File: src/hw/rtl/mtu_pkg.sv
// mtu_pkg: shared types and constants for the midi to usb event packer
// no dependencies; imported by the packer, the output register, the top level and the checker
package mtu_pkg;

    typedef enum logic [1:0] {
        KIND_UNKNOWN = 2'd0,
        KIND_ONE     = 2'd1,
        KIND_TWO     = 2'd2,
        KIND_SYSEX   = 2'd3
    } kind_t;

    localparam logic [7:0] SYSEX_START    = 8'hF0;
    localparam logic [7:0] SYSEX_END      = 8'hF7;
    localparam logic [3:0] CIN_SYSEX_CONT = 4'h4;
    localparam logic [3:0] CIN_SYSEX_END  = 4'h5;

    localparam logic [3:0] HI_NOTE_OFF    = 4'h8;
    localparam logic [3:0] HI_NOTE_ON     = 4'h9;
    localparam logic [3:0] HI_POLY_PRESS  = 4'hA;
    localparam logic [3:0] HI_CONTROL     = 4'hB;
    localparam logic [3:0] HI_PROGRAM     = 4'hC;
    localparam logic [3:0] HI_CHAN_PRESS  = 4'hD;
    localparam logic [3:0] HI_PITCH_BEND  = 4'hE;
    localparam logic [3:0] HI_SYSTEM      = 4'hF;

    typedef struct packed {
        logic [3:0] code_index;
        logic [7:0] first_byte;
        logic [7:0] second_byte;
        logic [7:0] third_byte;
    } packet_t;

    // data byte position: (p + 1) mod 3
    function automatic logic [1:0] phase_advance(input logic [1:0] p);
        phase_advance = (p >= 2'd2) ? 2'd0 : p + 2'd1;
    endfunction

endpackage

File: src/hw/rtl/midi_to_usb_event_packer.sv
// midi_to_usb_event_packer: top level, input register, packer and result register
// depends on mtu_pkg, mtu_packer, mtu_out_reg
//
// Takes serial MIDI bytes one per transaction and turns them into 4-byte USB-MIDI event
// packets for cable 0. Status bytes set the message kind, running status is honored, SysEx
// goes out in groups of three with code 4 and F7 closes it with code 5, 6 or 7; bytes that
// complete no packet produce no result transaction. The block takes one byte every cycle:
// each byte waits in the input register, is folded into the packet state by the packer
// while it waits there and, if a packet completes, is loaded into the result register at
// the edge that moves it on, so a result reaches the m_ port through those two registers.
// Only back-pressure on the result port slows intake, since the input register then
// holds until the result register frees up.
module midi_to_usb_event_packer
    import mtu_pkg::*;
(
    input  logic       aclk,
    input  logic       aresetn,
    // byte input
    input  logic       s_valid,
    output logic       s_ready,
    input  logic [7:0] s_midi_byte,
    // packet output
    output logic       m_valid,
    input  logic       m_ready,
    output logic [3:0] m_code_index,
    output logic [7:0] m_first_byte,
    output logic [7:0] m_second_byte,
    output logic [7:0] m_third_byte
);

    // input register
    logic       in_valid_reg, in_valid_next;
    logic [7:0] in_byte_reg, in_byte_next;

    logic       can_load;
    logic       advance;
    logic       emit;
    packet_t    packet;
    packet_t    m_packet;

    // the held byte moves on once the result register can take whatever it makes
    assign advance = in_valid_reg && can_load;
    assign s_ready = !in_valid_reg || advance;

    always_comb begin
        in_valid_next = in_valid_reg;
        in_byte_next  = in_byte_reg;
        if (s_ready) begin
            in_valid_next = s_valid;
            if (s_valid) begin
                in_byte_next = s_midi_byte;
            end
        end
    end

    always_ff @(posedge aclk) begin
        if (!aresetn) begin
            in_valid_reg <= 1'b0;
        end else begin
            in_valid_reg <= in_valid_next;
        end
    end

    always_ff @(posedge aclk) begin
        in_byte_reg <= in_byte_next;
    end

    // per-byte state update
    mtu_packer u_packer (
        .aclk      (aclk),
        .aresetn   (aresetn),
        .step      (advance),
        .midi_byte (in_byte_reg),
        .emit      (emit),
        .packet    (packet)
    );

    // result register
    mtu_out_reg u_out (
        .aclk     (aclk),
        .aresetn  (aresetn),
        .load     (advance && emit),
        .packet   (packet),
        .m_ready  (m_ready),
        .can_load (can_load),
        .m_valid  (m_valid),
        .m_packet (m_packet)
    );

    assign m_code_index  = m_packet.code_index;
    assign m_first_byte  = m_packet.first_byte;
    assign m_second_byte = m_packet.second_byte;
    assign m_third_byte  = m_packet.third_byte;

endmodule

File: src/hw/rtl/mtu_packer.sv
// mtu_packer: message kind, byte phase and packet assembly for one midi byte per step
// depends on mtu_pkg
module mtu_packer
    import mtu_pkg::*;
(
    input  logic       aclk,
    input  logic       aresetn,
    input  logic       step,
    input  logic [7:0] midi_byte,
    output logic       emit,
    output packet_t    packet
);

    kind_t      kind_reg, kind_next;
    logic [1:0] phase_reg, phase_next;
    packet_t    pkt_reg, pkt_next;

    logic [3:0] hi;
    logic [1:0] slot;
    logic [1:0] data_count;

    assign hi = midi_byte[7:4];

    always_ff @(posedge aclk) begin
        if (!aresetn) begin
            kind_reg  <= KIND_UNKNOWN;
            phase_reg <= 2'd0;
            pkt_reg   <= '0;
        end else begin
            kind_reg  <= kind_next;
            phase_reg <= phase_next;
            pkt_reg   <= pkt_next;
        end
    end

    always_comb begin
        kind_next  = kind_reg;
        phase_next = phase_reg;
        pkt_next   = pkt_reg;
        emit       = 1'b0;
        slot       = phase_advance(phase_reg);
        data_count = {1'b0, phase_reg[0]} + 2'd1;
        if (step) begin
            if (midi_byte[7]) begin
                if (midi_byte == SYSEX_END) begin
                    // end of exclusive always closes a group, whatever the kind
                    phase_next = slot;
                    case (slot)
                        2'd0:    pkt_next.first_byte  = midi_byte;
                        2'd1:    pkt_next.second_byte = midi_byte;
                        default: pkt_next.third_byte  = midi_byte;
                    endcase
                    pkt_next.code_index = CIN_SYSEX_END + {2'b00, slot};
                    kind_next = KIND_UNKNOWN;
                    emit      = 1'b1;
                end else begin
                    case (hi)
                        HI_NOTE_OFF, HI_NOTE_ON, HI_POLY_PRESS, HI_CONTROL,
                        HI_PITCH_BEND:              kind_next = KIND_TWO;
                        HI_PROGRAM, HI_CHAN_PRESS:  kind_next = KIND_ONE;
                        HI_SYSTEM: begin
                            kind_next = (midi_byte == SYSEX_START) ? KIND_SYSEX
                                                                   : KIND_UNKNOWN;
                        end
                        default:                    kind_next = KIND_UNKNOWN;
                    endcase
                    pkt_next.code_index  = hi;
                    pkt_next.first_byte  = midi_byte;
                    pkt_next.second_byte = 8'h00;
                    pkt_next.third_byte  = 8'h00;
                    phase_next           = 2'd0;
                end
            end else begin
                case (kind_reg)
                    KIND_ONE, KIND_TWO: begin
                        if (phase_reg[0]) begin
                            pkt_next.third_byte = midi_byte;
                        end else begin
                            pkt_next.second_byte = midi_byte;
                        end
                        if (data_count == kind_reg) begin
                            phase_next = 2'd0;
                            emit       = 1'b1;
                        end else begin
                            phase_next = data_count;
                        end
                    end
                    KIND_SYSEX: begin
                        phase_next = slot;
                        case (slot)
                            2'd0: begin
                                pkt_next.first_byte  = midi_byte;
                                pkt_next.second_byte = 8'h00;
                                pkt_next.third_byte  = 8'h00;
                            end
                            2'd1:    pkt_next.second_byte = midi_byte;
                            default: begin
                                pkt_next.third_byte = midi_byte;
                                pkt_next.code_index = CIN_SYSEX_CONT;
                                emit                = 1'b1;
                            end
                        endcase
                    end
                    default: ;
                endcase
            end
        end
    end

    // packet goes out with the bytes as they stand after this update
    assign packet = pkt_next;

endmodule

File: src/hw/rtl/mtu_out_reg.sv
// mtu_out_reg: result register that holds one finished packet until the sink takes it
// depends on mtu_pkg
module mtu_out_reg
    import mtu_pkg::*;
(
    input  logic    aclk,
    input  logic    aresetn,
    input  logic    load,
    input  packet_t packet,
    input  logic    m_ready,
    output logic    can_load,
    output logic    m_valid,
    output packet_t m_packet
);

    logic    valid_reg, valid_next;
    packet_t data_reg, data_next;

    assign can_load = !valid_reg || m_ready;

    always_comb begin
        valid_next = valid_reg;
        data_next  = data_reg;
        if (can_load) begin
            valid_next = load;
            if (load) begin
                data_next = packet;
            end
        end
    end

    always_ff @(posedge aclk) begin
        if (!aresetn) begin
            valid_reg <= 1'b0;
        end else begin
            valid_reg <= valid_next;
        end
    end

    always_ff @(posedge aclk) begin
        data_reg <= data_next;
    end

    assign m_valid  = valid_reg;
    assign m_packet = data_reg;

endmodule

File: config.mk
export PLATFORM = sky130hd
export DESIGN_NAME = midi_to_usb_event_packer
export DESIGN_NICKNAME = d
export VERILOG_FILES = /design/src/hw/rtl/mtu_pkg.sv /design/src/hw/rtl/midi_to_usb_event_packer.sv /design/src/hw/rtl/mtu_packer.sv /design/src/hw/rtl/mtu_out_reg.sv
export SDC_FILE = /design/constraint.sdc
export NUM_CORES = 1
export LEC_CHECK = 0
export ABC_AREA = 1
export BUFFER_PORTS_ARGS = -buffer_cell sky130_fd_sc_hd__buf_2
export CAP_MARGIN = 30
export CELL_PAD_IN_SITES_DETAIL_PLACEMENT = 0
export CELL_PAD_IN_SITES_GLOBAL_PLACEMENT = 1
export CORE_MARGIN = 4
export CORE_UTILIZATION = 49
export CTS_BUF_LIST = sky130_fd_sc_hd__clkbuf_4
export DETAILED_ROUTE_END_ITERATION = 12
export PLACE_DENSITY_LB_ADDON = 0.1
export SYNTH_ARGS = -nofsm -noshare
export SYNTH_HDL_FRONTEND = slang
export SYNTH_HIERARCHICAL = 1
export SYNTH_SLANG_ARGS = --single-unit
File: constraint.sdc
create_clock -name aclk -period 7.17 [get_ports aclk]
set_input_delay 1.434 -clock aclk [delete_from_list [all_inputs] [get_ports aclk]]
set_output_delay 1.434 -clock aclk [all_outputs]
set_load 0.05 [all_outputs]
* After elaboration in Yosys (flattened, before gate mapping) *
Cells that the tools add are included.

storage, ports and cells
  RAM bits = 0
  memories = 0
  bits in registers = 70
  bits in read-only memories = 0
  logic and storage cells = 76
  output and inout port bits = 30
  latch bits = 0

operators by class
  bitwise gates (word level) = 0
  multiply operators = 0
  eq/ne operators = 15
  shifts and indexed selects = 0
  add/subtract/negate cells = 3
  magnitude comparators = 1
  reductions and logical operators = 16
  multiplexer cells = 28
  divide/modulo/power cells = 0

operators by type and width
  operator             number
  $mux 28              3
  $mux 8               6
  $eq 4x4->1 const B   8
  $pmux 16 s2          1
  $pmux 8 s2           2
  $eq 8x8->1 const B   2
  $mux 12              1
  $mux 2               6
  $reduce_and 2->1     4
  $pmux 2 s3           1
  $reduce_or 2->1      3
  $mux 1               5
  $reduce_or 5->1      1
  $add 3x2->4 const A  1
  $eq 2x1->1 const B   2
  $eq 2x2->1 const B   2
  $mux 4               1
  $pmux 2 s2           1
  $reduce_bool 3->1    1
  $add 1x1->2 const B  1
  $add 2x1->2 const B  1
  $eq 2x2->1           1
  $ge 2x2->1 const B   1
  $logic_and 1x1->1    2
  other kinds (4)      6

* Longest topological paths before layout *
Gate-level depths: netlist of run 1.

  word-level depth = 10
  mapped depth = 12

* Modules after synthesis *
Netlist of run 1, hierarchy kept.

modules (own cells, without submodules)
  module                    seq. area each (µm²)  cells each  area an instance (µm²)  times used
  mtu_packer                640.6                 269         1860.5                  1
  mtu_out_reg               860.8                 35          892.1                   1
  midi_to_usb_event_packer  260.2                 19          306.5                   1

* Worst setup path before layout of run 1 *
No wires, ideal clock.

  path kind = input -> register
  start = input m_ready
  end = register u_out.data_reg (netlist bit u_out/m_packet[0]) (enable)
  path buffers = 1
  path slack = 3126 ps
  data required time = 6748 ps
  setup time = 422 ps
  cell stages on the path = 11
  data arrival time = 3621 ps
  cell sequence = inv_2 -> nand2_2 -> nand2_1 -> inv_1 -> buf_2 -> inv_1 -> a21oi_1 -> inv_1 -> nor2_1 -> inv_1 -> a21oi_1

on the way
  word-level cells in the longest chain between the ends = 5

ends and longest elaborated chain
  element                            RTL line                        source
  start: declaration                 midi_to_usb_event_packer.sv:24  input logic m_ready,
  $logic_or 1x1->1                   mtu_out_reg.sv:19               assign can_load = !valid_reg || m_ready;
  via can_load                       midi_to_usb_event_packer.sv:35  logic can_load;
  $logic_and 1x1->1                  midi_to_usb_event_packer.sv:42  assign advance = in_valid_reg && can_load;
  via advance                        midi_to_usb_event_packer.sv:36  logic advance;
  $mux 1                             mtu_packer.sv:43                if (step) begin
  via emit                           midi_to_usb_event_packer.sv:37  logic emit;
  $logic_and 1x1->1                  midi_to_usb_event_packer.sv:82  .load (advance && emit),
  $reduce_and 2->1 (no source line)  --
  end signal: assignment             mtu_out_reg.sv:41               data_reg <= data_next;
  end: declaration                   mtu_out_reg.sv:17               packet_t data_reg, data_next;

The timed path passes the listed nets, and every way through them passes these cells.
A chain may end at the register's enable or synchronous reset.

* Worst setup path in the final report of run 1 *
  start = input m_ready
  end = register u_out.data_reg (netlist bit u_out/m_packet[10]) (enable)

The elaborated chain is that of the path after synthesis.

==> results of run 1 <==
area by class of cell:
| cell class | count | area [um^2] |
|---|---|---|
| flip-flops and latches | 70 | 1760 |
| multi-input cells | 203 | 1110 |
| repair buffers | 43 | 220 |
| fillers | 547 | 2490 |
| clock buffers | 10 | 75.1 |
| inverters | 46 | 173 |
| well taps | 75 | 93.8 |
| clock inverters | 6 | 62.6 |
logic make-up after synthesis:
group,Yosys count
AND/OR/NAND/NOR,147
flip-flops,70
buffers and inverters,50
adder cells (fa/ha/maj),4
AO/OA/AOI/OAI,52
layout by cell type, fill, tap and decap left out, drive strengths merged:
cell,n
edfxtp,36
nor2,23
o21bai,2
nand2,104
a21oi,32
clkinv,3
bufinv,1
dfxtp,34
a31oi,1
ha,4
nand3,20
buf,43
clkinvlp,2
inv,46
clkbuf,10
a22oi,3
o21ai,14
routing by layer:
metal  up-vias  part of all wire [%]
met5         -                     0
met4         0                   1.3
met3         7                   5.4
met2        64                    46
met1      1026                    47
li1       1151                     -
where the power goes:
| part | switching [W] | internal (W) | leakage [nW] |
|---|---|---|---|
| Clock | 0.000137 | 0.000109 | 0.0700 |
| Combinational | 0.0000366 | 0.0000151 | 0.932 |
| Sequential | 0.00000771 | 0.000428 | 0.607 |
| Total | 0.000182 | 0.000552 | 1.61 |
path summary, 6_finish.rpt:
check | startpoint | to | slack, ps
hold / removal | u_packer/pkt_reg[19] | u_packer/pkt_reg[19] | 470
hold reg to reg | u_packer/pkt_reg[19] | u_packer/pkt_reg[19] | 470
setup reg to reg | in_byte_reg[7] | u_out/m_packet[10] | 4450
setup / recovery | m_ready | u_out/m_packet[10] | 3720
stage by stage:
step	power [W]	cells	setup slack (ps)	hold WS (ps)	area (um^2)
floorplan	0.000480	323	3130	444	3060
global placement	0.000496	437	3370	454	3360
detailed placement	0.000496	437	3280	454	3360
CTS	0.000743	453	3720	472	3500
global route	0.000769	453	3500	497	3500
finish	0.000734	453	3720	471	3500
worst max-delay path, delay by kind of cell:
family,cells,cell delay (ps)
buffers and inverters,7,1080
AO/OA/AOI/OAI,2,810
AND/OR/NAND/NOR,3,230
==> flow_summary.toml, run 1 <==
[cts]
cts_buffers = 9
post_cts_buffers = 0
clockBufferDepth = 2
cts_tree = "done"
cts_resized = 0
clkTransAtPathRegs_ps = 110
cts_sinks = 70
hold_buffers = 0
htree_levels = 3
root_buffer = "clkbuf_4"
clock_latency_ps = 410

[worst_setup_path]
path_cells = "buf_2, inv_2, nand2_2, nand2_1, inv_1, inv_1, a21oi_1, inv_1, nor2_1, inv_1, a21oi_2, buf_4"
critPathKind = "primary input to flop"
endpoint_kind = "flop"
critPathRequiredTime_ps = 7280
cp.arrival_ps = 3560
crit_path_max_fanout = 16
start_kind = "primary input"
r2r_cells = 9
cpPeakStageDelay_ps = 660
cpMostUsedCell = "inv_1"
cp_slowest_cell = "a21oi_2"

[grt]
grtUsageMet2_pct = 28.3
grt_pass1_wl_mm = 10.5
use_met1_pct = 25.3
grt_util_met3_pct = 3.60
grt-ovfl-total = 0
track_usage_pct = 18.4
grt_pass1_vias = 2195
grt-busiest-layer = "met2"
antenna_found_initial = 0
grt_max_degree = 31

[logic_synthesis]
synth_warnings = 6
synth_top_family_by_area = "simple AND/OR/NAND/NOR gates"
yosysMostFrequentCell = "nand2_1"
postSynth.asyncResetShare_pct = 0
synth_fa_ha_area_share_pct = 1.64
synthTopCellsByCount = "95 x nand2_1, 44 x inv_1, 36 x edfxtp_1"
synth-seq-cells = 70
syn_nets = 339
syn_avg_cell_area_um2 = 9.47
synth_xor_xnor_area_share_pct = 0
synth_edf_count = 36
synthCells = 323
synth-compound-area-share_pct = 11.4
yosys_most_used_dff = "edfxtp_1"
yosysTopAreaCellShare_pct = 35.3
yosys.area_share.simple_pct = 23.2
synthTopCellsByArea = "edfxtp_1 35%, dfxtp_1 22%, nand2_1 12%"
synth.distinct_cells = 24
syn-cell-area_um2 = 3060
yosys-mux-area-fraction_pct = 0
ys_seq_area_share_pct = 57.6
synth_top_cell_by_area = "edfxtp_1"

[floorplan]
die_w_um = 87.0
die_h_um = 87.0
rows = 28
initial_core_util_pct = 51.1
io_pins = 42
core_um2 = 5990
dieArea_um2 = 7570

[min_path]
min_path_type = "flop to flop"
holdPathStages = 2

[sta]
setup_violations = 0
slew_viol_final = 0
tns_ps = 0
fin_worst_skew_ps = 17.8
fmax_ghz = 0.289
timing.final.crit_period_ps = 3450
rsz0062_at_grt = "false"
worst_pin_slew_ps = 962
hold_violations = 0
max_slew_margin_pct = 35.9
min_period_over_period_pct = 48.2

[detailed_routing]
routed_via_density = 4.96
wire_per_inst_um = 14.2
ant_nets = 0
drt_iter0_markers = 120
routed_wl_mm = 6.44
vias = 2248
first_pass_iters = 5
drc_errors = 0

[cells_and_area]
final_util_pct = 58.4
final_nets = 389
antenna_cells = 0
drive_above_1_share_pct = 25.9
area.growth.synth_to_final_pct = 14.4

[place]
place.gp.congestion = 0.848
dp_hpwl_mm = 4.65
port_buffers = 41

[run_status]
status = "complete, no violations"

[power_and_ir_drop]
power.density_nw_per_um2 = 210
vdd.ir_drop.worst_uv = 128
power.leakage_nw = 1.61

[job]
max_cap_viol_count = 0
No activity file was read; power rests on OpenSTA's default activity.
==> run 2: changes to the inputs <==
--- a/config.mk
+++ b/config.mk
@@ -11,7 +11,7 @@
 export CELL_PAD_IN_SITES_DETAIL_PLACEMENT = 0
 export CELL_PAD_IN_SITES_GLOBAL_PLACEMENT = 1
 export CORE_MARGIN = 4
-export CORE_UTILIZATION = 49
+export CORE_UTILIZATION = 45
 export CTS_BUF_LIST = sky130_fd_sc_hd__clkbuf_4
 export DETAILED_ROUTE_END_ITERATION = 12
 export PLACE_DENSITY_LB_ADDON = 0.1
==> constraint.sdc (replaced) <==
create_clock -name aclk -period 3.2 [get_ports aclk]
set_input_delay 0.64 -clock aclk [delete_from_list [all_inputs] [get_ports aclk]]
set_output_delay 0.64 -clock aclk [all_outputs]
set_load 0.05 [all_outputs]
==> run 2 against run 1 <==
Against the previous run:
- utilization is 4.6 points lower
- sequential power grew 120%
- wire length shrank 1.4%
- setup slack got worse by 2700 ps
- clock skew is 1.3 ps higher
- worst hold slack got worse by 67 ps
- critical path depth fell by 3
- design area decreased by 0.61%
- cell count grew 0.44%
- sequential share of layout area up 0.31 points
- combinational power rose by 120%
- highest routed layer unchanged
==> flow_summary.toml, run 2 (synthesized netlist as in run 1, its figures left out) <==
[floorplan]
core_um2 = 6460
dieArea_um2 = 8180
die_h_um = 90.5
io_pins = 42
initial_core_util_pct = 47.4
rows = 29
die_w_um = 90.5

[place]
dpl_worst_slack_ps = 601
port_buffers = 41
dp_hpwl_mm = 4.69
place.gp.congestion = 0.786

[sta]
tns_ps = 0
fin_ws_ps = 997
slew_viol_final = 0
setup_violations = 0
whs_ps = 404
hold_violations = 0
min_period_over_period_pct = 68.8
max_slew_margin_pct = 37.8
rsz0062_at_grt = "false"
timing.final.crit_period_ps = 2200
fmax_ghz = 0.454
worst_pin_slew_ps = 932
fin_worst_skew_ps = 19.1

[cts]
hold_buffers = 0
root_buffer = "clkbuf_4"
clock_latency_ps = 400
cts_tree = "done"
clkTransAtPathRegs_ps = 120
htree_levels = 3
clockBufferDepth = 2
cts_sinks = 70
cts_buffers = 9
post_cts_buffers = 0
cts_resized = 0

[detailed_routing]
first_pass_iters = 4
vias = 2198
routed_wl_mm = 6.35
drt_iter0_markers = 105
ant_nets = 0
drc_errors = 0
routed_via_density = 4.83
wire_per_inst_um = 14.0

[power_and_ir_drop]
p_int_w = 0.00116
p_seq_share_pct = 62.5
power.leakage_nw = 1.60
power.density_nw_per_um2 = 449
clkPwrFrac_pct = 30.2
netSwitchingFraction_pct = 25.7
vdd.ir_drop.worst_uv = 237
comb_power_share_pct = 7.3
p_switching_w = 0.000402

[worst_setup_path]
crit_path_max_fanout = 28
critPathRequiredTime_ps = 3260
r2r-end = "u_out/m_packet[24]"
critPathKind = "flop to flop"
r2r_cells = 9
cp.arrival_ps = 2260
start_kind = "flop"
rrSetupSlack_ps = 1000
rr_startpoint = "in_byte_reg[2]"
endpoint_kind = "flop"

[grt]
grt_max_degree = 29
antenna_found_initial = 0
grt_pass1_vias = 2199
grt_pass1_wl_mm = 10.8
grt-ovfl-total = 0
track_usage_pct = 16.8

[min_path]
holdPathStages = 1
whs_endpoint = "in_byte_reg[2]"
min_path_type = "primary input to flop"
hp-start = "s_midi_byte[2]"

[cells_and_area]
area.growth.synth_to_final_pct = 13.7
antenna_cells = 0
layout_commonest_cell = "nand2_1"
drive_above_1_share_pct = 26.2
final_cell_mix = "95 x nand2_1, 44 x inv_1, 41 x buf_2, 36 x edfxtp_1, 34 x dfxtp_1"
final_nets = 389

[job]
max_cap_viol_count = 0

[run_status]
status = "complete, no violations"
run 2: through the flow:
stage / power, W / instances / cell area [um^2] / util [%]
global route: 0.00165 / 455 / 3480 / 53.8
finish: 0.00156 / 455 / 3480 / 53.8
CTS: 0.00159 / 455 / 3480 / 53.8
detailed placement: 0.00111 / 439 / 3360 / 52.1
global placement: 0.00111 / 439 / 3360 / 52.1
floorplan: 0.00108 / 323 / 3060 / -
run 2: how the worst max path moves through the flow:
stage | start | end | cells past startpoint
6_report | in_byte_reg[2] | u_out/m_packet[24] | 9
5_1_grt | u_out/m_valid | u_out/m_packet[13] | 10
4_1_cts | in_byte_reg[2] | u_out/m_packet[13] | 9
3_5_place_dp | m_ready | u_out/m_packet[3] | 12
3_3_place_gp | m_ready | u_out/m_packet[0] | 12
2_1_floorplan | m_ready | u_out/m_packet[0] | 11
run 2: area by class of cell:
type | instances | area, um^2
clock inverters | 6 | 38.8
fillers | 627 | 2980
clock buffers | 10 | 75.1
multi-input cells | 203 | 1110
repair buffers | 43 | 220
well taps | 77 | 96.3
inverters | 46 | 173
flip-flops and latches | 70 | 1760
run 2: layer usage:
layer / routed length (um) / part of all wire, % / track usage (%) / vias up
met3: 282 / 4.4 / 4.00 / 2
met4: 38 / 0.60 / 7.27 / 0
li1: - / - / - / 1150
met2: 2960 / 47 / 25.3 / 41
met5: 0 / 0 / 0 / -
met1: 3070 / 48 / 23.0 / 1005
run 2: power by group through the flow:
stage	logic [W]	clock network [W]	registers, W
after floorplan	0.0000859	0	0.000991
after global placement	0.000114	0	0.000997
after detailed placement	0.000115	0	0.000997
after CTS	0.000115	0.000500	0.000976
after global routing	0.000131	0.000540	0.000979
final	0.000114	0.000471	0.000976
run 2: worst max-delay path, stage by stage (launching register included):
cell and delay (ps):
edfxtp_1 480, nand2_1 170, nor2_8 220, nand2_4 110, a21oi_1 170, inv_1 60
nor2_1 100, inv_1 70, a21oi_2 110, buf_4 350
==> run 3: changes to the inputs <==
--- a/config.mk
+++ b/config.mk
@@ -5,13 +5,13 @@
 export SDC_FILE = /design/constraint.sdc
 export NUM_CORES = 1
 export LEC_CHECK = 0
-export ABC_AREA = 1
+export ABC_AREA = 0
 export BUFFER_PORTS_ARGS = -buffer_cell sky130_fd_sc_hd__buf_2
 export CAP_MARGIN = 30
 export CELL_PAD_IN_SITES_DETAIL_PLACEMENT = 0
 export CELL_PAD_IN_SITES_GLOBAL_PLACEMENT = 1
 export CORE_MARGIN = 4
-export CORE_UTILIZATION = 45
+export CORE_UTILIZATION = 43
 export CTS_BUF_LIST = sky130_fd_sc_hd__clkbuf_4
 export DETAILED_ROUTE_END_ITERATION = 12
 export PLACE_DENSITY_LB_ADDON = 0.1
==> constraint.sdc (replaced) <==
create_clock -name aclk -period 1.9 [get_ports aclk]
set_input_delay 0.38 -clock aclk [delete_from_list [all_inputs] [get_ports aclk]]
set_output_delay 0.38 -clock aclk [all_outputs]
set_load 0.05 [all_outputs]
==> run 3 against run 2 <==
Against the previous run:
- the flow now finishes with violations (negative setup slack)
- largest power group unchanged
- design area grew 16%
- sequential share of layout area down 6.8 points
- cell count shrank 0.66%
- utilization up 4.9 points
- highest routed layer unchanged
- clock skew down 2.6 ps
- critical path depth is the same
==> flow_summary.toml, run 3 <==
[detailed_routing]
wl_met2_mm = 3.34
ant_nets = 0
highest_layer = "met4"
wire_per_inst_um = 16.3
vias = 2411
first_pass_iters = 4
wl_met1_mm = 3.45
dr_wl_met3_um = 451
routed_wl_mm = 7.35
drc_errors = 0
drt_iter0_markers = 174
routed_via_density = 5.33

[power_and_ir_drop]
power.leakage_nw = 1.60
power_w = 0.00283
p_switching_w = 0.000731
comb_power_share_pct = 12.8
netSwitchingFraction_pct = 25.9
power.density_nw_per_um2 = 701
p_int_w = 0.00210
clkPwrFrac_pct = 29.0
p_seq_share_pct = 58.2
vdd.ir_drop.worst_uv = 449

[sta]
min_period_over_period_pct = 107
setup_violations = 28
worst_pin_slew_ps = 438
slew_viol_final = 0
fin_ws_ps = -139
fin_worst_skew_ps = 16.5
hold_violations = 0
max_slew_margin_pct = 70.8
rsz0062_at_grt = "true"
fmax_ghz = 0.490
timing.final.crit_period_ps = 2040

[worst_setup_path]
start_kind = "flop"
critPathKind = "flop to flop"
rrSetupSlack_ps = -140
cpPeakStageDelay_ps = 380
cp-endpoint = "u_out/m_packet[17]"
endpoint_kind = "flop"
critPathRequiredTime_ps = 2030
r2r-end = "u_out/m_packet[17]"
rr_startpoint = "u_packer/kind_reg[0]"
crit_start = "u_packer/kind_reg[0]"
cp.arrival_ps = 2170
path_cells = "inv_4, ha_4, and3b_1, o21ai_1, a211oi_1, o21a_1, and3_4, and2_4, buf_12"
crit_path_max_fanout = 11
r2r_cells = 9
cp_slowest_cell = "dfxtp_4"

[grt]
grt_pass1_wl_mm = 12.0
grt_pass1_vias = 2351
grt-ovfl-total = 0
grt_max_degree = 25
antenna_found_initial = 0
track_usage_pct = 18.4

[logic_synthesis]
synthTopCellsByArea = "edfxtp_1 35%, dfxtp_1 22%, a22o_1 3.7%"
yosysMostFrequentCell = "edfxtp_1"
synth_top_cell_by_area = "edfxtp_1"
synth_edf_count = 36
synth_warnings = 6
syn_nets = 272
ys_seq_area_share_pct = 57.0
synth-seq-cells = 70
synthTopCellsByCount = "36 x edfxtp_1, 34 x dfxtp_1, 21 x nand2_1"
synth.distinct_cells = 61
syn_avg_cell_area_um2 = 12.1
yosys_most_used_dff = "edfxtp_1"
syn-cell-area_um2 = 3090
postSynth.asyncResetShare_pct = 0
yosysTopAreaCellShare_pct = 35.0
synthCells = 256

[floorplan]
die_h_um = 92.8
dieArea_um2 = 8610
core_um2 = 6870
io_pins = 42
die_w_um = 92.8
rows = 30
initial_core_util_pct = 45.0

[cells_and_area]
antenna_cells = 0
area.growth.synth_to_final_pct = 30.6
final_cell_mix = "49 x buf_4, 41 x buf_2, 36 x edfxtp_1, 30 x dfxtp_1, 20 x nand2_1"
final_nets = 367
layout_commonest_cell = "buf_4"
drive_above_1_share_pct = 43.3
fin_area_um2 = 4040

[job]
max_cap_viol_count = 0

[cts]
cts_tree = "done"
cts_buffers = 9
clkTransAtPathRegs_ps = 110
clockBufferDepth = 2
root_buffer = "clkbuf_4"
clock_latency_ps = 410
htree_levels = 3
cts_sinks = 70
hold_buffers = 0

[place]
dp_hpwl_mm = 5.37
port_buffers = 41
placed_cell_area_um2 = 3750
place.gp.congestion = 0.825

[run_status]
status = "finished with violations"
violations = "negative setup slack"

[min_path]
min_path_type = "primary input to flop"
hp-start = "s_midi_byte[4]"
[run 3: cell count changes after synthesis, sizes merged, moves of 4 or more]
cell    delta
nor2      -20
and2      +18
o22ai      +8
a22o      +13
a31o       +6
nand2b     +5
buf        +8
nand2     -82
nand4      +4
nand3     -18
a21oi     -25
o21ai      -4
a32o       +6
inv       -33
[run 3: how the worst min path moves through the flow]
| stage | to | slack (ps) | cells past startpoint |
|---|---|---|---|
| detailed placement | u_packer/pkt_reg[10] | 460 | 2 |
| CTS | in_byte_reg[4] | 110 | 1 |
| global placement | u_packer/pkt_reg[14] | 450 | 2 |
| floorplan | u_packer/pkt_reg[12] | 450 | 2 |
| finish | in_byte_reg[4] | 130 | 1 |
| global route | in_byte_reg[4] | 100 | 1 |
[run 3: per-stage QoR]
stage          worst slack [ps]  setup TNS (ps)  util, %  cells  hold WS (ps)
2_1_floorplan              -143           -4020        -    256           446
3_3_place_gp               -116           -3290     54.6    426           453
3_5_place_dp               -143           -4550     54.6    426           459
4_1_cts                    -138           -3460     57.0    445           109
5_1_grt                    -230           -6290     58.7    452           104
6_report                   -139           -3570     58.7    452           132
[run 3: final cells by class]
class / instances / area [um^2]
multi-input combinational: 160 / 1300
sequential: 70 / 1770
clock inverter: 4 / 23.8
clock buffer: 12 / 90.1
timing repair buffer: 97 / 677
fill: 597 / 2830
inverter: 13 / 53.8
tap: 96 / 120
[run 3: power by group through the flow]
stage / sequential, W / clock, W / combinational [W]
global placement: 0.00168 / 0 / 0.000315
global route: 0.00165 / 0.000921 / 0.000395
floorplan: 0.00168 / 0 / 0.000184
detailed placement: 0.00168 / 0 / 0.000319
finish: 0.00165 / 0.000821 / 0.000361
CTS: 0.00165 / 0.000849 / 0.000327
[run 3: logic make-up (layout without fill, tap and decap cells)]
group / after synthesis / in the layout / synth area share (%)
buffers and inverters: 27 / 126 / 4.09
AOI/OAI and AO/OA: 82 / 83 / 22.0
muxes: 3 / 3 / 1.09
and+or+nand+nor: 70 / 70 / 14.2
DFF: 70 / 70 / 57.0
adders and majority gates: 4 / 4 / 1.62
[run 3: critical path: cells and delay by family (launching register included)]
kind / cells / cell delay (ps)
AO/OA/AOI/OAI: 3 / 420
adder cells (fa/ha/maj): 1 / 260
buffers and inverters: 2 / 190
flip-flops: 1 / 380
AND/OR/NAND/NOR: 3 / 530
[run 3: timing repair]
action                                  in CTS  in global routing
endpoints found under the setup margin      45                 57
buffers inserted                             2                  6
gates resized for setup                      4                 14
cloned                                       1                  1
pin swaps                                    3                 13
[run 3: layer usage]
layer | GRT usage, % | vias to the layer above
li1 | - | 1187
met1 | 25.3 | 1146
met2 | 28.3 | 69
met3 | 3.90 | 9
met4 | 7.33 | 0
met5 | 0 | -
